`src/design/cpbt_pkg.sv`:
```
// Shared types, fixed-point constants and helper functions for the camera-to-base transform.
`timescale 1ns / 1ps
`default_nettype none
package cpbt_pkg;

  // Field types
  typedef logic signed [23:0] coord_t;
  typedef logic signed [18:0] angle_t;
  typedef logic [19:0]        offset_t;

  // Working vector between stages, micrometres
  typedef struct packed {
    logic signed [31:0] x;
    logic signed [31:0] y;
    logic signed [31:0] z;
  } vec3_t;

  // Flange position carried down the pipe
  typedef struct packed {
    coord_t x;
    coord_t y;
    coord_t z;
  } flange_t;

  // Cosine and sine of one angle, Q1.30
  typedef struct packed {
    logic signed [31:0] c;
    logic signed [31:0] s;
  } trig_t;

  // Workspace box and approach height, from the register file
  typedef struct packed {
    coord_t  x_lo;
    coord_t  x_hi;
    coord_t  y_lo;
    coord_t  y_hi;
    coord_t  z_lo;
    coord_t  z_hi;
    offset_t approach;
  } limits_t;

  // Register indexes
  typedef enum logic [2:0] {
    CFG_X_LO,
    CFG_X_HI,
    CFG_Y_LO,
    CFG_Y_HI,
    CFG_Z_LO,
    CFG_Z_HI,
    CFG_APPROACH
  } cfg_reg_t;

  localparam longint ONE_Q30     = 64'sd1073741824;
  localparam longint HALF_PI_Q30 = 64'sd1686629713;

  // Decimal coefficient in units of 1e-10 to Q1.30, nearest
  function automatic longint qcoef(longint c);
    return (c * 1048576 + ((c < 0) ? -4882812 : 4882812)) / 9765625;
  endfunction

  // Offset in units of 1e-4 um to Q.30 um, nearest
  function automatic longint qoff(longint k);
    return (k * 67108864 + ((k < 0) ? -312 : 312)) / 625;
  endfunction

  // Hand-eye rotation, row major
  localparam logic signed [31:0] HE_COEF [9] = '{
    32'(qcoef(-64'sd23177327)),   32'(qcoef(64'sd9998959726)), 32'(qcoef(-64'sd142362951)),
    32'(qcoef(-64'sd9997701357)), 32'(qcoef(-64'sd26204112)),  32'(qcoef(-64'sd212793147)),
    32'(qcoef(-64'sd213144060)),  32'(qcoef(64'sd141837029)),  32'(qcoef(64'sd9996722056))
  };

  // Hand-eye translation less tool offset, Q.30 um
  localparam logic signed [57:0] HE_OFF [3] = '{
    58'(qoff(-64'sd2884365)), 58'(qoff(64'sd55824061)), 58'(qoff(-64'sd588544457))
  };

  // Quarter-wave sine entry by truncated Taylor series, clamped to [0, 1]
  function automatic logic [30:0] sine_taylor(longint unsigned x);
    longint unsigned x2;
    longint unsigned term;
    longint          sum;
    x2   = (x * x) >> 30;
    term = x;
    sum  = longint'(x);
    for (int k = 1; k <= 8; k++) begin
      term = ((term * x2) >> 30) / 64'((2 * k) * (2 * k + 1));
      if (k % 2 == 1) sum = sum - longint'(term);
      else            sum = sum + longint'(term);
    end
    if (sum < 0)       sum = 0;
    if (sum > ONE_Q30) sum = ONE_Q30;
    return 31'(sum);
  endfunction

  // Clamp to the 24-bit output range
  function automatic coord_t sat24(logic signed [33:0] v);
    if (v > 34'sd8388607)       return 24'sd8388607;
    else if (v < -34'sd8388608) return -24'sd8388608;
    else                        return v[23:0];
  endfunction

endpackage
`default_nettype wire

```
`src/design/cpbt_box_check.sv`:
```
// Flange translation, workspace box test and output saturation, two stages.
`timescale 1ns / 1ps
`default_nettype none
module cpbt_box_check import cpbt_pkg::*; (
  input  wire logic    clk,
  input  wire logic    en,
  input  wire flange_t fl,
  input  wire vec3_t   pt,
  input  wire limits_t lim,
  output coord_t       target_x,
  output coord_t       target_y,
  output coord_t       target_z,
  output coord_t       approach_z,
  output logic         in_bounds
);

  logic signed [32:0] tx, ty, tz;
  logic signed [33:0] tza;
  logic signed [32:0] tz_sum;

  assign tz_sum = fl.z + pt.z;

  // Stage 1: add flange position and approach height
  always_ff @(posedge clk) begin
    if (en) begin
      tx  <= fl.x + pt.x;
      ty  <= fl.y + pt.y;
      tz  <= tz_sum;
      tza <= tz_sum + $signed({1'b0, lim.approach});
    end
  end

  // Stage 2: inclusive box test on raw values, then clamp
  always_ff @(posedge clk) begin
    if (en) begin
      target_x   <= sat24(34'(tx));
      target_y   <= sat24(34'(ty));
      target_z   <= sat24(34'(tz));
      approach_z <= sat24(tza);
      in_bounds  <= (tx >= lim.x_lo) && (tx <= lim.x_hi) &&
                    (ty >= lim.y_lo) && (ty <= lim.y_hi) &&
                    (tz >= lim.z_lo) && (tz <= lim.z_hi);
    end
  end

endmodule
`default_nettype wire

```
`config.mk`:
```
export PLATFORM = sky130hd
export DESIGN_NAME = cpbt_box_check
export DESIGN_NICKNAME = d
export VERILOG_FILES = /design/src/design/cpbt_pkg.sv /design/src/design/cpbt_box_check.sv
export SDC_FILE = /design/constraint.sdc
export NUM_CORES = 1
export LEC_CHECK = 0
export ABC_AREA = 0
export BUFFER_PORTS_ARGS = -buffer_cell sky130_fd_sc_hd__buf_4
export CELL_PAD_IN_SITES_DETAIL_PLACEMENT = 1
export CELL_PAD_IN_SITES_GLOBAL_PLACEMENT = 1
export CORE_AREA = 2 2 251 253
export DETAILED_ROUTE_END_ITERATION = 8
export DIE_AREA = 0 0 253 255
export PLACE_DENSITY = 0.65
export SETUP_SLACK_MARGIN = 0.2
export SYNTH_ARGS = -nofsm -noshare
export SYNTH_HDL_FRONTEND = slang
export SYNTH_SLANG_ARGS = --single-unit
export TNS_END_PERCENT = 50
```
`constraint.sdc`:
```
create_clock -name clk -period 5.6 [get_ports clk]
set_input_delay 0.28 -clock clk [delete_from_list [all_inputs] [get_ports clk]]
set_output_delay 0.28 -clock clk [all_outputs]
set_load 0.01 [all_outputs]
```
# Word-level counts from Yosys, hierarchy flattened
# Index checks and enable logic that the tools add are counted.
# word_totals
register_bits,230
input_bits,334
output_inout_bits,97
word_cells,36
# op_classes
addsub,4
n_lt_le_gt_ge,14
muxes,4
n_reduce_logical,5
# ops
operator,count
$add A24 B32 Y33,3
$ge A33 B24 Y1,3
$gt A33 B24 Y1 const B,3
$le A33 B24 Y1,3
$lt A33 B24 Y1 const B,3
$mux W24,4
$add A33 B21 Y34,1
$gt A34 B24 Y1 const B,1
$lt A34 B24 Y1 const B,1
$logic_and A1 B1 Y1,5

# Longest topological paths before layout
# depth
ltp_word,6
ltp_mapped,19
ltp_nobuf,19

# Worst setup path before layout
# Ideal clock, no wire load.
# synth_timing
path_type,in2reg
from,input port fl[0] (netlist name)
to,register tza[31] (data pin)
setup_ns,0.268
arrival_time_ns,3.836
required_time_ns,5.332
path_slack_ns,1.496
path_stages,18
path_buffers,0
path_cell_list,ha_1 fa_1 a211oi_1 o211a_1 o21bai_1 o21bai_1 a21oi_1 xnor2_1 ha_1 a21o_1 a21oi_1 nor2b_1 a211oi_2 o21ai_1 a221o_1 and3_1 nor3b_2 xor2_1
# synth_via
elab_chain_cells,2
# synth_lines
element,line,rtl
start: declaration,cpbt_box_check.sv:7,"input wire flange_t fl,"
$add A24 B32 Y33,cpbt_box_check.sv:21,assign tz_sum = fl.z + pt.z;
named net tz_sum[10],cpbt_box_check.sv:19,logic signed [32:0] tz_sum;
$add A33 B21 Y34,cpbt_box_check.sv:29,"tza <= tz_sum + $signed({1'b0, lim.approach});"
end signal: assignment,cpbt_box_check.sv:29,
end: declaration,cpbt_box_check.sv:18,logic signed [33:0] tza;
# The timed path passes the listed nets, and every way through them passes these cells.
# A chain may end at the register's enable or synchronous reset.

# Final worst setup path
# layout_timing
from,input port pt[0] (netlist name)
to,register tza[31] (data pin)
# layout_via
elab_chain_cells,2
# layout_lines
element,line,rtl
start: declaration,cpbt_box_check.sv:8,"input wire vec3_t pt,"
$add A24 B32 Y33,cpbt_box_check.sv:21,
named net tz_sum[10],cpbt_box_check.sv:19,
$add A33 B21 Y34,cpbt_box_check.sv:29,
# The timed path passes the listed nets, and every way through them passes these cells.

==> out/metrics.yaml <==
status: "completed"
synth_warnings: 0
routedWlPerCell_um: 19.9
io_pins: 431
grt_antenna_before_repair: 8
synth-seq-cells: 230
wl_um: 61100
path_class: "input pin to flop"
min_period_over_period_pct: 86.6
synth.area.top_cells: "edfxtp_1, ha_1, a21o_1"
r2r_cells: 11
crit_path_max_incr_delay_ns: 0.54
ys_seq_area_share_pct: 37.6
path_delay_family: "compound AO/OA/AOI/OAI gates"
worstHoldStart: "fl[0]"
cts_tree: "done"
io_buffers: 430
clockRootBuffer: "clkbuf_16"
hold_end: "tz[0]"
dieWidth_um: 253
synth_edf_count: 230
critPathSlowestCell: "dlygate4sd3_1"
start_util_pct: 29.6
hold_violations: 0
drc: 0
p_per_area_mw_per_mm2: 286
gp_congestion: 0.923
area_delta_synth_final_pct: 29.2
grtUsageTotal_pct: 18.4
drtPass1Iterations: 4
ys.flop_type: "edfxtp_1"
vias: 15800
grt_pass1_vias: 16900
regToRegStartpoint: "ty[2]"
viasPerCell: 5.15
core_area_mm2: 0.0622
synth_nets: 2444
finalCriticalPeriod_ns: 4.85
max_freq_mhz: 206
seqCellArea_mm2: 0.00691
async_flop_share_pct: 0
rrSetupSlack_ns: 2.23
fin_skew_ns: 0.0116
syn_avg_cell_area_um2: 10.3
synth_top_area_share_pct: 37.6
antenna_left: 0
min_path_cells: 2
cp-start-kind: "input pin"
ir_drop_mv: 0.235
synth_area_mm2: 0.0184
grt_pass1_wl_um: 92900
die_h_um: 255
max_cap_viol_count: 0
leakagePower_nw: 11.2
rr_endpoint: "in_bounds"
overflow: 0
grt_max_degree: 117
synthCells: 1792
final_nets: 2894
worstHoldPathType: "input pin to flop"
finalMaxSlewViolations: 0
cts.path.max_buffers: 3
dp_hpwl_um: 49900
arrival_ns: 5.16
worstPathMaxFanout: 5
multi_input_area_mm2: 0.0108
path_clk_slew_ns: 0.05
h-tree-depth: 1
rows: 92
cts-buffers-inserted: 31
cts_hold_buf: 6
fill_cells: 7058
cts.repair.resized: 0
worst_setup_path_end_kind: "flop"
drt_iter0_markers: 541
synth_area_leader_cell: "edfxtp_1"
slew_headroom_pct: 23.9
clkLatencyLatePin_ns: 0.58
path_cells: "dlygate4sd3_1 -> buf_4 -> ha_1 -> fa_1 -> a211oi_1 -> o211a_1 -> o21bai_1 -> o21bai_1 -> a21oi_1 -> xnor2_1 -> ha_1 -> a21o_1 -> a21oi_1 -> nor2b_1 -> a211oi_2 -> o21ai_1 -> a221o_1 -> and3_1 -> nor3b_2 -> xor2_1"
tns_ns: 0
post_cts_buffers: 0
holdWs_ns: 0.0511
worst_pin_slew_ns: 1.14
critical_path_required_ns: 5.91
clkSinkCount: 230
rsz0062_at_grt: "false"
ys_types: 77
path_buf_inv: 2
post-route-util_pct: 38.2
layout-drive-gt1-share_pct: 23.2
die_area_mm2: 0.0645
finalSetupViolCount: 0
-- placed cells by master (no fill, tap or decap), types with 22 or more instances in the layout --
cell,netlist,final
edfxtp_1,230,230
nand2_1,67,67
xor2_1,25,25
ha_1,314,314
a21o_1,182,182
o21a_1,22,22
nor2b_1,33,33
xnor2_1,79,79
nand3_1,39,39
o21ai_0,70,70
nand4_1,52,52
buf_4,1,435
a21oi_1,143,143
nor2_1,88,88
clkbuf_16,0,31
inv_1,179,179
nor3_1,23,23
-- cell families (layout without fill, tap and decap cells) --
| group | Yosys count | after routing | synth area share, % |
|---|---|---|---|
| multiplexers | 1 | 1 | 0.0612 |
| AO/OA/AOI/OAI | 554 | 554 | 20.3 |
| XOR/XNOR | 109 | 109 | 5.39 |
| buffers and inverters | 205 | 678 | 4.21 |
| adder cells (fa/ha/maj) | 318 | 318 | 21.8 |
| flip-flops | 230 | 230 | 37.6 |
| AND/OR/NAND/NOR | 375 | 375 | 10.7 |
| other | 0 | 2 | 0 |
-- Yosys cell counts (33+ instances only) --
cell      number
ha_1         314
xnor2_1       79
o21ai_0       70
nand3_1       39
nand2_1       67
edfxtp_1     230
nor2_1        88
nor2b_1       33
a21o_1       182
a21oi_1      143
nand4_1       52
inv_1        179
-- where the power goes --
group / internal (W) / leakage, nW / switching [W]
combinational: 0.00105 / 8.44 / 0.00121
sequential: 0.00229 / 2.22 / 0.000203
clock: 0.00123 / 0.510 / 0.000820
-- per-layer routing --
metal | track usage (%) | wire length [um]
met5 | 0 | 78
met2 | 33.6 | 30800
met1 | 22.1 | 25700
met3 | 2.93 | 3010
met4 | 5.33 | 1530
-- cell type report --
| cell class | count | area share, % |
|---|---|---|
| well taps | 799 | 4.21 |
| diodes | 2 | 0.0211 |
| clock inverters | 23 | 1.02 |
| clock buffers | 33 | 3.30 |
| repair buffers | 443 | 14.1 |
| flip-flops and latches | 230 | 29.1 |
| inverters | 179 | 2.83 |
| multi-input cells | 1357 | 45.4 |
-- per-stage QoR --
step / setup WS [ns] / cells / area (um^2) / power [W]
4_1_cts: 0.762 / 3064 / 23800 / 0.00688
3_5_place_dp: 0.703 / 3002 / 22700 / 0.00478
3_3_place_gp: 0.805 / 3002 / 22700 / 0.00468
6_report: 0.749 / 3066 / 23800 / 0.00680
2_1_floorplan: 1.50 / 1792 / 18400 / 0.00385
5_1_grt: 0.466 / 3066 / 23800 / 0.00722
-- worst max path at each step --
stage / from / end / cells past startpoint
3_3_place_gp: fl[0] / tza[31] / 19
2_1_floorplan: fl[0] / tza[31] / 18
4_1_cts: pt[0] / tza[31] / 20
6_report: pt[0] / tza[31] / 20
5_1_grt: pt[0] / tza[31] / 20
3_5_place_dp: fl[0] / tza[31] / 19
-- worst register-to-register path, cell delays in order (launching register included) --
cell	delay (ns)
edfxtp_1	0.43
ha_1	0.32
a21o_1	0.19
a21o_1	0.17
a211oi_1	0.32
o211ai_1	0.13
a31oi_1	0.35
o21ai_0	0.15
a21oi_1	0.17
o21ai_0	0.14
a2111oi_0	0.60
nor4_1	0.13
-- flip-flops by register name, summed over array words and instances (netlist names) --
register    flops
approach_z     24
in_bounds       1
target_x       24
target_y       24
target_z       24
tx             33
ty             33
tz             33
tza            34
(Power assumes the default switching activity.)
